File: src/rtl/hangul_pair_sound_change_macros.svh
// assertion macros for the hangul pair sound change block
// needs clk and rst_n in the scope where a macro is used
`ifndef HANGUL_PAIR_SOUND_CHANGE_MACROS_SVH
`define HANGUL_PAIR_SOUND_CHANGE_MACROS_SVH

// same cycle implication
`define HPSC_ASSERT_NOW(label, ante, cons) \
  label: assert property (@(posedge clk) disable iff (!rst_n) (ante) |-> (cons)) \
    else $error("hpsc assertion failed");

// next cycle implication
`define HPSC_ASSERT_NEXT(label, ante, cons) \
  label: assert property (@(posedge clk) disable iff (!rst_n) (ante) |=> (cons)) \
    else $error("hpsc assertion failed");

`endif

File: src/rtl/hpsc_pkg.sv
// package for the hangul pair sound change block
// request and result structs, syllable constants, jamo index codes
`default_nettype none

package hpsc_pkg;

  localparam int unsigned CP_W  = 21;
  localparam int unsigned IDX_W = 5;
  localparam int unsigned OFF_W = 14;
  localparam int unsigned REM_W = 10;

  localparam logic [CP_W-1:0] SYL_BASE = 21'h00AC00;
  localparam logic [CP_W-1:0] SYL_LAST = 21'h00D7A3;

  localparam logic [OFF_W-1:0] INIT_SPAN = 14'd588;
  localparam logic [OFF_W-1:0] MED_SPAN  = 14'd28;

  // reciprocals, exact for offsets up to the last syllable
  localparam logic [OFF_W-1:0] RECIP_INIT       = 14'd14267;
  localparam int unsigned      RECIP_INIT_SHIFT = 23;
  localparam logic [OFF_W-1:0] RECIP_MED        = 14'd9363;
  localparam int unsigned      RECIP_MED_SHIFT  = 18;

  // initial indices
  localparam logic [IDX_W-1:0] INI_G   = 5'd0;
  localparam logic [IDX_W-1:0] INI_GG  = 5'd1;
  localparam logic [IDX_W-1:0] INI_D   = 5'd3;
  localparam logic [IDX_W-1:0] INI_DD  = 5'd4;
  localparam logic [IDX_W-1:0] INI_B   = 5'd7;
  localparam logic [IDX_W-1:0] INI_BB  = 5'd8;
  localparam logic [IDX_W-1:0] INI_S   = 5'd9;
  localparam logic [IDX_W-1:0] INI_SS  = 5'd10;
  localparam logic [IDX_W-1:0] INI_J   = 5'd12;
  localparam logic [IDX_W-1:0] INI_JJ  = 5'd13;
  localparam logic [IDX_W-1:0] INI_CH  = 5'd14;
  localparam logic [IDX_W-1:0] INI_K   = 5'd15;
  localparam logic [IDX_W-1:0] INI_T   = 5'd16;
  localparam logic [IDX_W-1:0] INI_P   = 5'd17;
  localparam logic [IDX_W-1:0] INI_H   = 5'd18;

  // final indices
  localparam logic [IDX_W-1:0] FIN_NONE = 5'd0;
  localparam logic [IDX_W-1:0] FIN_G    = 5'd1;
  localparam logic [IDX_W-1:0] FIN_D    = 5'd7;
  localparam logic [IDX_W-1:0] FIN_B    = 5'd17;
  localparam logic [IDX_W-1:0] FIN_J    = 5'd22;
  localparam logic [IDX_W-1:0] FIN_H    = 5'd27;

  typedef struct packed {
    logic [CP_W-1:0] first_char;
    logic [CP_W-1:0] second_char;
  } pair_in_t;

  typedef struct packed {
    logic [CP_W-1:0] first_out;
    logic [CP_W-1:0] second_out;
  } pair_out_t;

  typedef struct packed {
    logic             is_syl;
    logic [IDX_W-1:0] ini;
    logic [REM_W-1:0] rem;
    logic [IDX_W-1:0] fin;
  } syl_parts_t;

  typedef struct packed {
    logic             clear_fin;
    logic [IDX_W-1:0] ini2;
  } change_t;

endpackage

`default_nettype wire

File: src/rtl/hpsc_split.sv
// splits one code point into initial, medial remainder and final
// uses hpsc_pkg
`default_nettype none

module hpsc_split (
  input  wire logic [hpsc_pkg::CP_W-1:0] cp,
  output hpsc_pkg::syl_parts_t           parts
);

  logic [hpsc_pkg::CP_W-1:0]    diff;
  logic [hpsc_pkg::OFF_W-1:0]   off;
  logic [2*hpsc_pkg::OFF_W-1:0] prod_ini;
  logic [2*hpsc_pkg::OFF_W-1:0] prod_med;
  logic [2*hpsc_pkg::OFF_W-1:0] q_ini;
  logic [2*hpsc_pkg::OFF_W-1:0] q_med;
  logic [hpsc_pkg::IDX_W-1:0]   ini;
  logic [hpsc_pkg::OFF_W-1:0]   rem_full;
  logic [hpsc_pkg::OFF_W-1:0]   fin_full;

  assign diff     = cp - hpsc_pkg::SYL_BASE;
  assign off      = diff[hpsc_pkg::OFF_W-1:0];
  assign prod_ini = (2*hpsc_pkg::OFF_W)'(off) * (2*hpsc_pkg::OFF_W)'(hpsc_pkg::RECIP_INIT);
  assign prod_med = (2*hpsc_pkg::OFF_W)'(off) * (2*hpsc_pkg::OFF_W)'(hpsc_pkg::RECIP_MED);
  assign q_ini    = prod_ini >> hpsc_pkg::RECIP_INIT_SHIFT;
  assign q_med    = prod_med >> hpsc_pkg::RECIP_MED_SHIFT;
  assign ini      = q_ini[hpsc_pkg::IDX_W-1:0];
  assign rem_full = off - hpsc_pkg::OFF_W'(ini) * hpsc_pkg::INIT_SPAN;
  assign fin_full = off - q_med[hpsc_pkg::OFF_W-1:0] * hpsc_pkg::MED_SPAN;

  always_comb begin
    parts.is_syl = (cp >= hpsc_pkg::SYL_BASE) && (cp <= hpsc_pkg::SYL_LAST);
    parts.ini    = ini;
    parts.rem    = rem_full[hpsc_pkg::REM_W-1:0];
    parts.fin    = fin_full[hpsc_pkg::IDX_W-1:0];
  end

endmodule

`default_nettype wire

File: src/rtl/hpsc_rules.sv
// boundary rules: tensing and aspiration across the syllable boundary
// uses hpsc_pkg
`default_nettype none

module hpsc_rules (
  input  wire logic [hpsc_pkg::IDX_W-1:0] fin1,
  input  wire logic [hpsc_pkg::IDX_W-1:0] ini2,
  output hpsc_pkg::change_t               chg
);

  logic [hpsc_pkg::IDX_W-1:0] tensed;

  always_comb begin
    tensed = ini2;
    if (fin1 inside {hpsc_pkg::FIN_G, hpsc_pkg::FIN_D, hpsc_pkg::FIN_B}) begin
      case (ini2)
        hpsc_pkg::INI_G: tensed = hpsc_pkg::INI_GG;
        hpsc_pkg::INI_D: tensed = hpsc_pkg::INI_DD;
        hpsc_pkg::INI_B: tensed = hpsc_pkg::INI_BB;
        hpsc_pkg::INI_S: tensed = hpsc_pkg::INI_SS;
        hpsc_pkg::INI_J: tensed = hpsc_pkg::INI_JJ;
        default:         tensed = ini2;
      endcase
    end
  end

  always_comb begin
    chg.clear_fin = 1'b0;
    chg.ini2      = tensed;
    if (fin1 == hpsc_pkg::FIN_H) begin
      case (tensed)
        hpsc_pkg::INI_G: begin
          chg.clear_fin = 1'b1;
          chg.ini2      = hpsc_pkg::INI_K;
        end
        hpsc_pkg::INI_D: begin
          chg.clear_fin = 1'b1;
          chg.ini2      = hpsc_pkg::INI_T;
        end
        hpsc_pkg::INI_B: begin
          chg.clear_fin = 1'b1;
          chg.ini2      = hpsc_pkg::INI_P;
        end
        hpsc_pkg::INI_J: begin
          chg.clear_fin = 1'b1;
          chg.ini2      = hpsc_pkg::INI_CH;
        end
        default: chg.ini2 = tensed;
      endcase
    end else if (tensed == hpsc_pkg::INI_H) begin
      case (fin1)
        hpsc_pkg::FIN_G: begin
          chg.clear_fin = 1'b1;
          chg.ini2      = hpsc_pkg::INI_K;
        end
        hpsc_pkg::FIN_D: begin
          chg.clear_fin = 1'b1;
          chg.ini2      = hpsc_pkg::INI_T;
        end
        hpsc_pkg::FIN_B: begin
          chg.clear_fin = 1'b1;
          chg.ini2      = hpsc_pkg::INI_P;
        end
        hpsc_pkg::FIN_J: begin
          chg.clear_fin = 1'b1;
          chg.ini2      = hpsc_pkg::INI_CH;
        end
        default: chg.ini2 = tensed;
      endcase
    end
  end

endmodule

`default_nettype wire

File: src/rtl/hangul_pair_sound_change.sv
// throughput: one request per cycle, busy is never raised
// path: request register, split and rules, result register
// reset: rst_n synchronous active low, clears the valid pipeline only
// the receiver cannot stall, each result shows for one cycle
`default_nettype none

module hangul_pair_sound_change (
  input  wire logic               clk,
  input  wire logic               rst_n,
  input  wire logic               start,
  output      logic               busy,
  input  wire hpsc_pkg::pair_in_t in_data,
  output      logic               out_valid,
  output      hpsc_pkg::pair_out_t out_data
);

  `include "hangul_pair_sound_change_macros.svh"

  logic                 valid_r;
  logic                 out_valid_r;
  hpsc_pkg::pair_in_t   in_r;
  hpsc_pkg::pair_out_t  out_r;
  hpsc_pkg::pair_out_t  out_nxt;
  hpsc_pkg::syl_parts_t parts1;
  hpsc_pkg::syl_parts_t parts2;
  hpsc_pkg::change_t    chg;
  logic                 both_syl;
  logic                 chk_pass;
  logic                 chk_syl;
  logic                 chk_first;
  logic                 res_in_block;

  hpsc_split u_split1 (
    .cp    (in_r.first_char),
    .parts (parts1)
  );

  hpsc_split u_split2 (
    .cp    (in_r.second_char),
    .parts (parts2)
  );

  hpsc_rules u_rules (
    .fin1 (parts1.fin),
    .ini2 (parts2.ini),
    .chg  (chg)
  );

  assign both_syl = parts1.is_syl && parts2.is_syl;

  always_comb begin
    out_nxt.first_out  = in_r.first_char;
    out_nxt.second_out = in_r.second_char;
    if (both_syl) begin
      if (chg.clear_fin) begin
        out_nxt.first_out = in_r.first_char - hpsc_pkg::CP_W'(parts1.fin);
      end
      out_nxt.second_out = hpsc_pkg::SYL_BASE
                         + hpsc_pkg::CP_W'(chg.ini2) * hpsc_pkg::CP_W'(hpsc_pkg::INIT_SPAN)
                         + hpsc_pkg::CP_W'(parts2.rem);
    end
  end

  always_ff @(posedge clk) begin
    if (!rst_n) begin
      valid_r     <= 1'b0;
      out_valid_r <= 1'b0;
    end else begin
      valid_r     <= start;
      out_valid_r <= valid_r;
    end
  end

  always_ff @(posedge clk) begin
    if (start) begin
      in_r <= in_data;
    end
    if (valid_r) begin
      out_r <= out_nxt;
    end
  end

  assign busy      = 1'b0;
  assign out_valid = out_valid_r;
  assign out_data  = out_r;

  assign chk_pass     = valid_r && !both_syl;
  assign chk_syl      = valid_r && both_syl;
  assign chk_first    = valid_r && both_syl && !chg.clear_fin;
  assign res_in_block = (out_data.first_out >= hpsc_pkg::SYL_BASE)
                     && (out_data.first_out <= hpsc_pkg::SYL_LAST)
                     && (out_data.second_out >= hpsc_pkg::SYL_BASE)
                     && (out_data.second_out <= hpsc_pkg::SYL_LAST);

  `HPSC_ASSERT_NOW(a_valid_follows_request, out_valid, $past(start, 2))
  `HPSC_ASSERT_NEXT(a_passthrough, chk_pass, out_data == $past(in_r))
  `HPSC_ASSERT_NEXT(a_stays_syllable, chk_syl, res_in_block)
  `HPSC_ASSERT_NEXT(a_first_kept, chk_first, out_data.first_out == $past(in_r.first_char))

endmodule

`default_nettype wire

File: config.mk
export PLATFORM = sky130hd
export DESIGN_NAME = hangul_pair_sound_change
export DESIGN_NICKNAME = d
export VERILOG_FILES = /design/src/rtl/hpsc_pkg.sv /design/src/rtl/hpsc_split.sv /design/src/rtl/hpsc_rules.sv /design/src/rtl/hangul_pair_sound_change.sv
export VERILOG_INCLUDE_DIRS = /design/src /design/src/rtl
export SDC_FILE = /design/constraint.sdc
export NUM_CORES = 1
export LEC_CHECK = 0
export ABC_AREA = 1
export BUFFER_PORTS_ARGS = -buffer_cell sky130_fd_sc_hd__buf_2
export CAP_MARGIN = 0
export CORE_UTILIZATION = 45
export DETAILED_ROUTE_END_ITERATION = 7
export PLACE_DENSITY = 0.63
export SYNTH_ARGS = -nofsm -noshare
export SYNTH_HDL_FRONTEND = slang
export SYNTH_SLANG_ARGS = --single-unit
export TNS_END_PERCENT = 50
File: constraint.sdc
create_clock -name clk -period 14 [get_ports clk]
set_input_delay 4.2 -clock clk [delete_from_list [all_inputs] [get_ports clk]]
set_output_delay 4.2 -clock clk [all_outputs]
set_load 0.05 [all_outputs]
# --- Word level (Yosys, flattened, before mapping) ---
# Cells that the tools add are included.
totals:
  in_bits: 45
  word_cells: 53
  ff_bits: 86
  out_inout_bits: 44
op_classes:
  n_mul: 5
  n_addsub: 7
  n_eq_ne: 13
  n_reduce_logical: 8
  mux: 10
  n_lt_le_gt_ge: 4
op_table:
  columns: ["op", "n"]
  rows:
  - ["14-bit by 14-bit multiplier with 28-bit output, second input constant", 2]
  - ["21-bit by 16-bit >= comparator with 1-bit output, second input constant", 2]
  - ["21-bit by 16-bit <= comparator with 1-bit output, second input constant", 2]
  - ["42-bit two-way mux", 1]
  - ["5-bit one-hot mux with 4 select lines", 2]
  - ["14-bit subtractor, second input constant", 2]
  - ["5-bit one-hot mux with 5 select lines", 1]
  - ["21-bit two-way mux", 1]
  - ["21-bit by 5-bit subtractor with 21-bit output", 1]
  - ["5-bit == test, second input constant", 4]
  - ["17-bit by 10-bit adder with 18-bit output", 1]
  - ["16-bit by 15-bit adder with 17-bit output, first input constant", 1]
  - ["5-bit by 3-bit == test with 1-bit output, second input constant", 3]
  - ["5-bit by 4-bit == test with 1-bit output, second input constant", 3]
  - ["5-bit by 8-bit multiplier with 13-bit output, second input constant", 1]
  - ["6-bit two-way mux", 2]
  - ["5-bit by 2-bit == test with 1-bit output, second input constant", 2]
  - ["5-bit logical NOT", 2]
  - ["10-bit by 3-bit multiplier with 3-bit output, second input constant", 1]
  - ["10-bit subtractor", 1]
  - ["5-bit by 8-bit multiplier with 8-bit output, second input constant", 1]
  - ["4-bit OR reduction", 2]
  - ["5-bit by 1-bit == test with 1-bit output, second input constant", 1]
  - ["5-bit two-way mux", 1]
  - ["other kinds (4)", 7]

# --- Longest topological paths before layout ---
# Gate-level depths: netlist of the first run.
logic_depth:
  word_depth: 15
  mapped_depth: 62
  mapped_depth_nobuf: 61

# --- Modules after synthesis ---
# A second synthesis of the first run with hierarchy kept.
hier_totals:
  cells_unflattened: 2335
  area_unflattened_um2: 20315.7
modules_own_cells:
  columns: ["module", "cells_per_inst", "area_each_um2", "n_inst"]
  rows:
  - ["hpsc_split at u_split2", 896, 7652.3, 1]
  - ["hpsc_split at u_split1", 888, 7578.5, 1]
  - ["hangul_pair_sound_change", 428, 4485.6, 1]
  - ["hpsc_rules", 123, 599.3, 1]

# --- Worst setup path before layout of the first run ---
# OpenSTA, ideal clock, no wires.
synth_path:
  path_kind: "register to register"
  startpoint: "register in_r[31] in the netlist's numbering"
  endpoint: "register out_r, in the netlist out_data[16], data pin"
  n_path_buf: 0
  path_stages_with_launch: 52
  synth_period_minus_slack_ns: 10.262
  setup_slack_ns: 3.738
  setup_time_ns: 0.255
  arrival_time_ns: 10.008
  cell_sequence: "edfxtp_1 > ha_1 > xnor2_1 > ha_1 > ha_1 > fa_1 > fa_1 > fa_1 > ha_1 > a21oi_1 > o21ai_0 > a221oi_1 > o211ai_1 > xor2_1 > ha_1 > inv_1 > fa_1 > xnor2_1 > [16 not listed] > nand2_1 > ha_1 > ha_1 > ha_1 > ha_1 > a31o_2 > xor2_1 > ha_1 > a21oi_1 > o21ai_0 > a21oi_1 > nor2_1 > nor2_1 > nand2_1 > o21ai_0 > nor2_1 > nor2_1 > nor2_1"
synth_rtl:
  columns: ["item", "line", "text"]
  rows:
  - ["from (decl)", "hangul_pair_sound_change.sv:21", "hpsc_pkg::pair_in_t in_r;"]
  - ["from (signal assigned)", "hangul_pair_sound_change.sv:76", "in_r <= in_data;"]
  - ["to (signal assigned)", "hangul_pair_sound_change.sv:79", "out_r <= out_nxt;"]
  - ["to (decl)", "hangul_pair_sound_change.sv:22", "hpsc_pkg::pair_out_t out_r;"]

==> impl_metrics.prom, run 1 <==
# TYPE chip_impl_metric gauge
chip_impl_metric{name="area_of_the_multi_input_gates",unit="sq um"} 9110
chip_impl_metric{name="grt-ovfl-total",unit=""} 0
chip_impl_info{name="highest_count_cells_in_the_layout_ignoring_fill_and_taps",value="inv_1 (326), nand2_1 (287), ha_1 (240)"} 1
chip_impl_metric{name="worst-endpoint-arrival",unit="ns"} 11.49
chip_impl_metric{name="wirelength",unit="um"} 33100
chip_impl_metric{name="postSynthRegisterBits",unit=""} 86
chip_impl_metric{name="post-route-period-util",unit="%"} 81.3
chip_impl_metric{name="first_pass_grt_wire_length",unit="um"} 52200
chip_impl_metric{name="number_of_post_cts_setup_repair_buffers",unit=""} 0
chip_impl_metric{name="starting_density_of_the_core",unit="%"} 46.2
chip_impl_metric{name="io_buffer_count",unit=""} 87
chip_impl_metric{name="maximum_number_of_pins_on_one_net_before_global_route_repair",unit=""} 44
chip_impl_metric{name="viasPerCell",unit=""} 5.07
chip_impl_metric{name="dr_total_vias",unit=""} 9967
chip_impl_metric{name="io-pin-count",unit=""} 89
chip_impl_metric{name="clock_skew",unit="ns"} 0.0155
chip_impl_info{name="setup.worst_path.end_class",value="register"} 1
chip_impl_metric{name="worst_path_required",unit="ns"} 14.10
chip_impl_metric{name="detail_route.wl_per_cell",unit="um"} 16.9
chip_impl_metric{name="placement_rows",unit=""} 61
chip_impl_info{name="crit_type",value="register to register"} 1
chip_impl_metric{name="die_area",unit="sq um"} 29500
chip_impl_metric{name="combined_area_of_all_synthesized_cells",unit="sq um"} 13000
chip_impl_info{name="outcome",value="finished, final reports clean"} 1
chip_impl_metric{name="critical_path_peak_fanout",unit=""} 9
chip_impl_info{name="setup.worst_path.start_class",value="register"} 1
chip_impl_metric{name="antenna_violations_before_repair",unit=""} 0
chip_impl_metric{name="synthesis.yosys.warnings",unit=""} 0
chip_impl_metric{name="fill_cells",unit=""} 2756
chip_impl_info{name="cts-root-buf",value="clkbuf_16"} 1
chip_impl_metric{name="worst_setup_hold_path_clk_slew",unit="ns"} 0.07
chip_impl_metric{name="finalSetupViolations",unit=""} 0
chip_impl_metric{name="place_hpwl",unit="um"} 28500
chip_impl_metric{name="count_of_clock_tree_sinks",unit=""} 86
chip_impl_metric{name="tightest_slew",unit="ns"} 1.10
chip_impl_metric{name="synthesis.area_per_instance",unit="sq um"} 8.66
chip_impl_metric{name="clock_insertion_delay_worst_skew",unit="ns"} 0.36
chip_impl_metric{name="number_of_violations_of_the_max_capacitance_limit",unit=""} 0
chip_impl_metric{name="postCtsResizedCells",unit=""} 0
chip_impl_metric{name="cp_slowest_stage_delay",unit="ns"} 0.59
chip_impl_metric{name="die_h",unit="um"} 172
chip_impl_metric{name="clock_path_buffers",unit=""} 2
chip_impl_metric{name="number_of_global_route_vias_before_repair",unit=""} 9944
chip_impl_metric{name="fin_setup_tns",unit="ns"} 0
chip_impl_info{name="synth_top_flop_cell",value="edfxtp_1"} 1
chip_impl_metric{name="remaining_drc_errors",unit=""} 0
chip_impl_metric{name="gpl.final_weighted_congestion",unit=""} 0.950
chip_impl_info{name="grt_setup_unrepaired",value="no"} 1
chip_impl_metric{name="cts-buffers-inserted",unit=""} 9
chip_impl_metric{name="share_of_post_route_cells_with_drive_strength_above_1",unit="%"} 10.2
chip_impl_info{name="layout.cells.most_common",value="inv_1"} 1
chip_impl_info{name="synth_top_area_cell",value="ha_1"} 1
chip_impl_metric{name="cts.htree.levels",unit=""} 3
chip_impl_metric{name="seqCellArea",unit="sq um"} 2560
chip_impl_info{name="path_common_cell",value="ha_1"} 1
chip_impl_metric{name="min_period",unit="ns"} 11.39
chip_impl_metric{name="synthDominantCellAreaShare",unit="%"} 23.1
chip_impl_metric{name="die-width",unit="um"} 172
chip_impl_metric{name="post_synth_inst_count",unit=""} 1500
chip_impl_metric{name="detailedRoute.firstIterationViolations",unit=""} 603
chip_impl_metric{name="postSynthNetCount",unit=""} 1910
chip_impl_metric{name="max_slew_margin",unit="%"} 26.2
chip_impl_info{name="cts_tree",value="built"} 1
chip_impl_metric{name="areaGrowthSynthToFinish",unit="%"} 8.99
chip_impl_metric{name="layout.nets",unit=""} 1992
chip_impl_metric{name="post_synth_num_cell_types",unit=""} 56
chip_impl_metric{name="synth-async-reset-ratio",unit="%"} 0
chip_impl_metric{name="timing_max_transition_violations_final",unit=""} 0
chip_impl_metric{name="fmax",unit="GHz"} 0.0878
chip_impl_metric{name="synth-edff-count",unit=""} 84
chip_impl_info{name="hold_path.class",value="register to register"} 1
chip_impl_metric{name="hold_buffers",unit=""} 0
chip_impl_info{name="yosys-top-cells-area",value="ha_1 (23%), edfxtp_1 (19%), fa_1 (19%)"} 1
chip_impl_metric{name="final_hold_viol_count",unit=""} 0
chip_impl_metric{name="global_route.usage.total",unit="%"} 23.2
chip_impl_metric{name="route.antenna.remaining_nets",unit=""} 0
chip_impl_metric{name="synth_seq_area_share",unit="%"} 19.7
chip_impl_info{name="crit_path_top_delay_cell",value="fa_1"} 1
chip_impl_metric{name="drtPass1Iterations",unit=""} 5
chip_impl_metric{name="core_area",unit="sq um"} 28100
Yosys cell counts (8+ instances only):
master / count
xor2_1: 30
ha_1: 240
nor3_1: 16
nand2_2: 17
nand2_4: 8
nor4_1: 8
xnor2_1: 22
o21ai_0: 35
fa_1: 125
nor2_1: 75
nand4_1: 27
a21oi_1: 49
nand3_1: 50
nand2_1: 287
inv_1: 326
edfxtp_1: 84
clkbuf_1: 13
final timing paths:
path / from / endpoint / slack, ns / cells after the start
max: in_r[32] / out_data[16] / 2.61 / 52
min: in_r[40] / out_data[40] / 0.45 / 0
max reg2reg: in_r[32] / out_data[16] / 2.61 / 52
min reg2reg: in_r[40] / out_data[40] / 0.45 / 0
metal layers:
layer / vias to the layer above / track usage [%] / part of all wire (%)
met3: 53 / 2.88 / 4.3
met5: - / 0 / 0
met2: 259 / 40.6 / 50
met1: 4694 / 29.7 / 43
met4: 0 / 7.81 / 3.0
li1: 4961 / - / -
per-stage QoR:
| stage | utilization (%) | instances | setup slack, ns | hold WS, ns | area, sq um |
|---|---|---|---|---|---|
| 6_report | 50.4 | 1966 | 2.61 | 0.452 | 14200 |
| 5_1_grt | 50.4 | 1965 | 1.62 | 0.464 | 14100 |
| 3_5_place_dp | 49.2 | 1949 | 2.69 | 0.437 | 13800 |
| 3_3_place_gp | 49.2 | 1949 | 2.97 | 0.434 | 13800 |
| 4_1_cts | 50.4 | 1965 | 2.66 | 0.453 | 14100 |
| 2_1_floorplan | - | 1500 | 3.74 | 0.501 | 13000 |
final cells by class:
class,instances,area share (%)
inverters,330,8.75
flip-flops and latches,86,18.1
clock buffers,9,1.59
well taps,378,3.34
clock inverters,7,0.725
diodes,1,0.0177
multi-input cells,1068,64.4
repair buffers,87,3.08
critical path, delay by kind of cell, from the launching register on:
| family | cells | cell delay (ns) |
|---|---|---|
| fa+ha+maj | 14 | 5.07 |
| xor+xnor | 6 | 1.39 |
| buf+inv | 2 | 0.18 |
| simple gates | 20 | 2.23 |
| compound gates | 10 | 1.73 |
| flops | 1 | 0.53 |
state kept, by name (all words and copies together) (netlist names):
register	flops
valid_r	1
in_r	42
out_data	42
out_valid	1
kinds of logic (layout without fill, tap and decap cells):
logic type / after synthesis / in the layout / synth area share [%]
buf+inv: 346 / 433 / 10.1
compound gates: 128 / 128 / 5.80
xor+xnor: 52 / 52 / 3.51
flops: 86 / 86 / 19.7
simple gates: 522 / 522 / 18.4
fa+ha+maj: 365 / 365 / 42.4
other cells: 1 / 2 / 0.0289
Power of run 1 is left out: the tool's default activity adds up to more than one toggle a clock period on the data nets, which glitch-free logic cannot reach.
==> run 2, diff against run 1 <==
--- a/config.mk
+++ b/config.mk
@@ -6,12 +6,12 @@
 export SDC_FILE = /design/constraint.sdc
 export NUM_CORES = 1
 export LEC_CHECK = 0
-export ABC_AREA = 1
+export ABC_AREA = 0
 export BUFFER_PORTS_ARGS = -buffer_cell sky130_fd_sc_hd__buf_2
 export CAP_MARGIN = 0
 export CORE_UTILIZATION = 45
 export DETAILED_ROUTE_END_ITERATION = 7
-export PLACE_DENSITY = 0.63
+export PLACE_DENSITY = 0.64
 export SYNTH_ARGS = -nofsm -noshare
 export SYNTH_HDL_FRONTEND = slang
 export SYNTH_SLANG_ARGS = --single-unit
==> constraint.sdc (replaced) <==
create_clock -name clk -period 11.7 [get_ports clk]
set_input_delay 3.51 -clock clk [delete_from_list [all_inputs] [get_ports clk]]
set_output_delay 3.51 -clock clk [all_outputs]
set_load 0.05 [all_outputs]
==> run 2 against run 1 <==
Cell count down 20%. Via count fell by 15%. Fmax grew 3.9%. Critical path type unchanged. Highest routed layer unchanged.
==> impl_metrics.prom, run 2 <==
# TYPE chip_impl_metric gauge
chip_impl_metric{name="die-width",unit="um"} 165
chip_impl_metric{name="synth_seq_area_share",unit="%"} 21.4
chip_impl_info{name="regToRegEndpoint",value="out_data[14]"} 1
chip_impl_metric{name="cts.htree.levels",unit=""} 3
chip_impl_metric{name="wirelength",unit="um"} 26800
chip_impl_metric{name="timing.hold.worst_path_depth",unit=""} 0
chip_impl_metric{name="post-route-cell-area",unit="sq um"} 13200
chip_impl_metric{name="placement_rows",unit=""} 59
chip_impl_info{name="path_common_cell",value="ha_1"} 1
chip_impl_info{name="highest_count_cells_in_the_layout_ignoring_fill_and_taps",value="ha_1 (240), inv_1 (217), fa_1 (125)"} 1
chip_impl_metric{name="n_antenna_cell",unit=""} 0
chip_impl_metric{name="clock_skew",unit="ns"} 0.00892
chip_impl_metric{name="fill_cells",unit=""} 2422
chip_impl_metric{name="viasPerCell",unit=""} 5.39
chip_impl_metric{name="maximum_number_of_pins_on_one_net_before_global_route_repair",unit=""} 44
chip_impl_metric{name="global_route.usage.total",unit="%"} 20.8
chip_impl_metric{name="setup_slack",unit="ns"} 0.742
chip_impl_metric{name="area_of_the_multi_input_gates",unit="sq um"} 8490
chip_impl_metric{name="worst-endpoint-arrival",unit="ns"} 11.15
chip_impl_info{name="hold_path.class",value="register to register"} 1
chip_impl_info{name="reg_top3",value="in_r (42), out_data (42)"} 1
chip_impl_metric{name="clock_insertion_delay_worst_skew",unit="ns"} 0.36
chip_impl_metric{name="cts-buffers-inserted",unit=""} 9
chip_impl_metric{name="max_slew_margin",unit="%"} 29.2
chip_impl_info{name="netlist_top_cells_count",value="ha_1 (240), inv_1 (218), fa_1 (125)"} 1
chip_impl_info{name="layout.cells.most_common",value="ha_1"} 1
chip_impl_metric{name="post-route-period-util",unit="%"} 93.7
chip_impl_metric{name="seqCellArea",unit="sq um"} 2560
chip_impl_metric{name="min_period",unit="ns"} 10.96
chip_impl_metric{name="die_area",unit="sq um"} 27200
chip_impl_metric{name="die_h",unit="um"} 165
chip_impl_metric{name="tightest_slew",unit="ns"} 1.06
chip_impl_metric{name="timing_max_transition_violations_final",unit=""} 0
chip_impl_metric{name="count_of_clock_tree_sinks",unit=""} 86
chip_impl_info{name="crit_type",value="register to register"} 1
chip_impl_info{name="yosys-top-cells-area",value="ha_1 (25%), edfxtp_1 (21%), fa_1 (21%)"} 1
chip_impl_metric{name="critical_path_peak_fanout",unit=""} 8
chip_impl_metric{name="r2r_worst_path_depth",unit=""} 39
chip_impl_metric{name="starting_density_of_the_core",unit="%"} 45.9
chip_impl_metric{name="fin_worst_hold_slack",unit="ns"} 0.451
chip_impl_metric{name="path_buf_inv",unit=""} 2
chip_impl_metric{name="postSynthRegisterBits",unit=""} 86
chip_impl_metric{name="postSynthNetCount",unit=""} 1549
chip_impl_metric{name="worst_setup_hold_path_clk_slew",unit="ns"} 0.07
chip_impl_metric{name="route.antenna.remaining_nets",unit=""} 0
chip_impl_metric{name="dp_slack",unit="ns"} 0.476
chip_impl_info{name="crit_path_top_delay_cell",value="fa_1"} 1
chip_impl_metric{name="areaGrowthSynthToFinish",unit="%"} 10.0
chip_impl_metric{name="first_pass_grt_wire_length",unit="um"} 43300
chip_impl_info{name="synth_top_flop_cell",value="edfxtp_1"} 1
chip_impl_metric{name="cp_slowest_stage_delay",unit="ns"} 0.57
chip_impl_info{name="worstHoldStart",value="in_r[17]"} 1
chip_impl_metric{name="number_of_global_route_vias_before_repair",unit=""} 8586
chip_impl_info{name="outcome",value="finished, final reports clean"} 1
chip_impl_metric{name="clock_path_buffers",unit=""} 2
chip_impl_info{name="critical-path-top-delay-family",value="adder cells"} 1
chip_impl_metric{name="layout.nets",unit=""} 1639
chip_impl_info{name="setup.worst_path.end_class",value="register"} 1
chip_impl_metric{name="detail_route.wl_per_cell",unit="um"} 17.1
chip_impl_metric{name="remaining_drc_errors",unit=""} 0
chip_impl_metric{name="fmax",unit="GHz"} 0.0913
chip_impl_metric{name="io_buffer_count",unit=""} 87
chip_impl_info{name="setup.worst_path.start_class",value="register"} 1
chip_impl_metric{name="drtPass1Iterations",unit=""} 6
chip_impl_info{name="cts-root-buf",value="clkbuf_16"} 1
chip_impl_metric{name="antenna_violations_before_repair",unit=""} 0
chip_impl_metric{name="finalSetupViolations",unit=""} 0
chip_impl_metric{name="number_of_violations_of_the_max_capacitance_limit",unit=""} 0
chip_impl_metric{name="synthDominantCellAreaShare",unit="%"} 25.1
chip_impl_metric{name="synth-edff-count",unit=""} 84
chip_impl_metric{name="share_of_post_route_cells_with_drive_strength_above_1",unit="%"} 12.7
chip_impl_info{name="source_of_the_critical_timing_path",value="in_r[31]"} 1
chip_impl_info{name="synth_top_area_cell",value="ha_1"} 1
chip_impl_metric{name="synth-async-reset-ratio",unit="%"} 0
chip_impl_metric{name="post_synth_num_cell_types",unit=""} 85
chip_impl_metric{name="grt-ovfl-total",unit=""} 0
chip_impl_metric{name="worst_path_required",unit="ns"} 11.89
chip_impl_info{name="worst_r2r_startpoint",value="in_r[31]"} 1
chip_impl_metric{name="gpl.final_weighted_congestion",unit=""} 0.911
chip_impl_info{name="count_leader_synth",value="ha_1"} 1
chip_impl_metric{name="detailedRoute.firstIterationViolations",unit=""} 483
chip_impl_info{name="cts_tree",value="built"} 1
chip_impl_metric{name="fin_setup_tns",unit="ns"} 0
chip_impl_info{name="grt_setup_unrepaired",value="no"} 1
chip_impl_metric{name="core_area",unit="sq um"} 26100
chip_impl_metric{name="placedInstanceArea",unit="sq um"} 12800
chip_impl_info{name="timing.hold.worst_endpoint",value="out_data[17]"} 1
chip_impl_metric{name="place_hpwl",unit="um"} 22500
chip_impl_metric{name="combined_area_of_all_synthesized_cells",unit="sq um"} 12000
chip_impl_metric{name="worst-r2r-setup-slack",unit="ns"} 0.74
chip_impl_metric{name="dr_total_vias",unit=""} 8459
chip_impl_metric{name="synthesis.area_per_instance",unit="sq um"} 10.5
chip_impl_metric{name="final_hold_viol_count",unit=""} 0
chip_impl_metric{name="synthesis.yosys.warnings",unit=""} 0
chip_impl_metric{name="post_synth_inst_count",unit=""} 1139
chip_impl_metric{name="io-pin-count",unit=""} 89
==> run 2: cell families after synthesis <==
group,share of synthesized area [%]
other,0.0314
and+or+nand+nor,8.22
muxes,0.534
xor gates and xnor gates,5.15
buffers and inverters,7.79
AOI/OAI and AO/OA,10.8
adders and majority gates,46.1
DFF,21.4
==> run 2: how the worst max path moves through the flow <==
| stage | slack, ns | endpoint | cells after the start |
|---|---|---|---|
| after detailed placement | 0.48 | out_data[14] | 41 |
| after CTS | 0.45 | out_data[14] | 41 |
| after global routing | 0.002 | out_data[14] | 41 |
| after global placement | 0.91 | out_data[14] | 41 |
| final | 0.74 | out_data[14] | 39 |
| after floorplan | 1.76 | out_data[13] | 41 |
==> run 2: timing repair <==
item	CTS	global route
gates resized for setup	0	8
setup buffers	0	0
endpoints found under the setup margin	0	4
hold buffers	0	0
==> run 2: layer usage <==
metal	up-vias	GRT usage, %	routed length [um]	share of wire (%)
met5	-	0	0	0
met4	0	6.46	600	2.2
met3	42	2.18	865	3.2
met2	187	36.1	13300	50
met1	4138	27.0	12100	45
li1	4092	-	-	-
==> run 2: layout make-up <==
type / count / area share (%)
clock buffer: 9 / 1.71
inverter: 219 / 6.28
multi-input combinational: 811 / 64.5
clock inverter: 7 / 0.618
sequential: 86 / 19.5
tap: 335 / 3.19
timing repair buffer: 102 / 4.17
==> run 2: per-stage QoR <==
stage,instances,utilization [%]
floorplan,1139,-
detailed placement,1553,49.2
finish,1569,50.5
CTS,1569,50.3
global route,1569,50.5
global placement,1553,49.2
Power of run 2 is left out for the same reason.
==> run 3, diff against run 2 <==
--- a/config.mk
+++ b/config.mk
@@ -9,9 +9,11 @@
 export ABC_AREA = 0
 export BUFFER_PORTS_ARGS = -buffer_cell sky130_fd_sc_hd__buf_2
 export CAP_MARGIN = 0
+export CELL_PAD_IN_SITES_DETAIL_PLACEMENT = 0
+export CELL_PAD_IN_SITES_GLOBAL_PLACEMENT = 1
 export CORE_UTILIZATION = 45
 export DETAILED_ROUTE_END_ITERATION = 7
-export PLACE_DENSITY = 0.64
+export PLACE_DENSITY = 0.77
 export SYNTH_ARGS = -nofsm -noshare
 export SYNTH_HDL_FRONTEND = slang
 export SYNTH_SLANG_ARGS = --single-unit
==> run 3 against run 2 <==
Cell count grew 0.32%. First-iteration DRC count shrank 18%. Highest routed layer unchanged. Largest cell class unchanged. Critical endpoint unchanged. Clock-buffer cell count is the same. Critical path type unchanged.
==> impl_metrics.prom, run 3 (synthesized netlist as in run 2, its figures left out) <==
# TYPE chip_impl_metric gauge
chip_impl_info{name="outcome",value="finished, final reports clean"} 1
chip_impl_info{name="reg_top3",value="in_r (42), out_data (42)"} 1
chip_impl_metric{name="timing_max_transition_violations_final",unit=""} 0
chip_impl_metric{name="worst-endpoint-arrival",unit="ns"} 11.08
chip_impl_info{name="grt_setup_unrepaired",value="no"} 1
chip_impl_metric{name="cts-buffers-inserted",unit=""} 9
chip_impl_metric{name="post-route-period-util",unit="%"} 93.2
chip_impl_metric{name="viasPerCell",unit=""} 5.34
chip_impl_metric{name="drtPass1Iterations",unit=""} 5
chip_impl_metric{name="remaining_drc_errors",unit=""} 0
chip_impl_metric{name="cp_slowest_stage_delay",unit="ns"} 0.57
chip_impl_metric{name="worst_setup_hold_path_clk_slew",unit="ns"} 0.08
chip_impl_metric{name="grt-ovfl-total",unit=""} 0
chip_impl_metric{name="io_buffer_count",unit=""} 87
chip_impl_metric{name="placement_rows",unit=""} 59
chip_impl_info{name="path_common_cell",value="ha_1"} 1
chip_impl_info{name="highest_count_cells_in_the_layout_ignoring_fill_and_taps",value="ha_1 (240), inv_1 (217), fa_1 (125)"} 1
chip_impl_metric{name="final_hold_viol_count",unit=""} 0
chip_impl_metric{name="number_of_violations_of_the_max_capacitance_limit",unit=""} 0
chip_impl_metric{name="route.met3.wl",unit="um"} 1330
chip_impl_metric{name="wirelength",unit="um"} 28300
chip_impl_metric{name="clock_path_buffers",unit=""} 2
chip_impl_metric{name="detailedRoute.firstIterationViolations",unit=""} 396
chip_impl_metric{name="n_antenna_cell",unit=""} 0
chip_impl_metric{name="layout.nets",unit=""} 1644
chip_impl_info{name="layout.cells.most_common",value="ha_1"} 1
chip_impl_metric{name="number_of_global_route_vias_before_repair",unit=""} 8798
chip_impl_info{name="crit_type",value="register to register"} 1
chip_impl_metric{name="hold_buffers",unit=""} 0
chip_impl_info{name="highest_routing_layer_actually_used",value="met4"} 1
chip_impl_info{name="hold_path.class",value="register to register"} 1
chip_impl_metric{name="clock_insertion_delay_worst_skew",unit="ns"} 0.35
chip_impl_info{name="setup.worst_path.end_class",value="register"} 1
chip_impl_metric{name="route.antenna.remaining_nets",unit=""} 0
chip_impl_metric{name="drt-met1-wl",unit="um"} 12500
chip_impl_info{name="crit_path_top_delay_cell",value="fa_1"} 1
chip_impl_metric{name="die_h",unit="um"} 165
chip_impl_metric{name="dr_total_vias",unit=""} 8402
chip_impl_metric{name="maximum_number_of_pins_on_one_net_before_global_route_repair",unit=""} 44
chip_impl_metric{name="antenna_violations_before_repair",unit=""} 0
chip_impl_metric{name="starting_density_of_the_core",unit="%"} 45.9
chip_impl_metric{name="max_slew_margin",unit="%"} 26.6
chip_impl_metric{name="fmax",unit="GHz"} 0.0917
chip_impl_metric{name="fin_worst_hold_slack",unit="ns"} 0.456
chip_impl_metric{name="worst_path_required",unit="ns"} 11.88
chip_impl_metric{name="clock_skew",unit="ns"} 0.00995
chip_impl_metric{name="global_route.usage.total",unit="%"} 22.2
chip_impl_metric{name="place_hpwl",unit="um"} 23600
chip_impl_metric{name="die-width",unit="um"} 165
chip_impl_metric{name="core_area",unit="sq um"} 26100
chip_impl_metric{name="cts.htree.levels",unit=""} 3
chip_impl_info{name="cts_tree",value="built"} 1
chip_impl_metric{name="count_of_clock_tree_sinks",unit=""} 86
chip_impl_metric{name="share_of_post_route_cells_with_drive_strength_above_1",unit="%"} 12.9
chip_impl_metric{name="min_period",unit="ns"} 10.90
chip_impl_metric{name="areaGrowthSynthToFinish",unit="%"} 10.4
chip_impl_metric{name="finalSetupViolations",unit=""} 0
chip_impl_info{name="setup.worst_path.start_class",value="register"} 1
chip_impl_metric{name="io-pin-count",unit=""} 89
chip_impl_metric{name="gpl.final_weighted_congestion",unit=""} 0.909
chip_impl_info{name="cts-root-buf",value="clkbuf_16"} 1
chip_impl_metric{name="metal2_wl",unit="um"} 14000
chip_impl_metric{name="fin_setup_tns",unit="ns"} 0
chip_impl_metric{name="die_area",unit="sq um"} 27200
chip_impl_metric{name="detail_route.wl_per_cell",unit="um"} 18.0
chip_impl_metric{name="first_pass_grt_wire_length",unit="um"} 46000
chip_impl_metric{name="tightest_slew",unit="ns"} 1.10
chip_impl_metric{name="critical_path_peak_fanout",unit=""} 8
-- run 3: worst max-delay path: cells and delay by family (launching register included) --
family / cells / cell delay [ns]
AO/OA/AOI/OAI: 13 / 2.75
XOR/XNOR: 5 / 1.18
adder cells (fa/ha/maj): 14 / 5.12
buffers and inverters: 2 / 0.35
flip-flops: 1 / 0.51
AND/OR/NAND/NOR: 5 / 0.78
-- run 3: final timing paths --
path	startpoint	end	slack (ns)	cells past startpoint
hold / removal	in_r[40]	out_data[40]	0.46	0
setup / recovery	in_r[31]	out_data[14]	0.80	39
setup reg to reg	in_r[31]	out_data[14]	0.80	39
hold reg to reg	in_r[40]	out_data[40]	0.46	0
-- run 3: timing repair --
action,CTS,global route
gates resized for setup,0,7
setup buffers,0,0
endpoints found under the setup margin,0,3
-- run 3: per-stage QoR --
step / cell area, sq um / worst slack [ns] / std cells / utilization (%)
floorplan: 12000 / 1.76 / 1139 / -
global placement: 12900 / 0.878 / 1558 / 49.3
detailed placement: 12900 / 0.692 / 1558 / 49.3
CTS: 13200 / 0.628 / 1574 / 50.5
global route: 13200 / 0.0481 / 1574 / 50.7
finish: 13200 / 0.799 / 1574 / 50.7
-- run 3: layout make-up --
cell class	count	area, sq um
Multi-Input combinational cell	811	8490
Clock buffer	9	225
Timing Repair Buffer	107	586
Inverter	219	826
Clock inverter	7	90.1
Tap cell	335	419
Sequential cell	86	2560
Fill cell	2327	12900
-- run 3: per-layer routing --
metal / GRT usage [%] / vias to the layer above
li1: - / 4103
met1: 29.1 / 4032
met2: 38.3 / 226
met3: 3.19 / 41
met4: 5.25 / 0
met5: 0 / -
Power of run 3 is left out for the same reason.
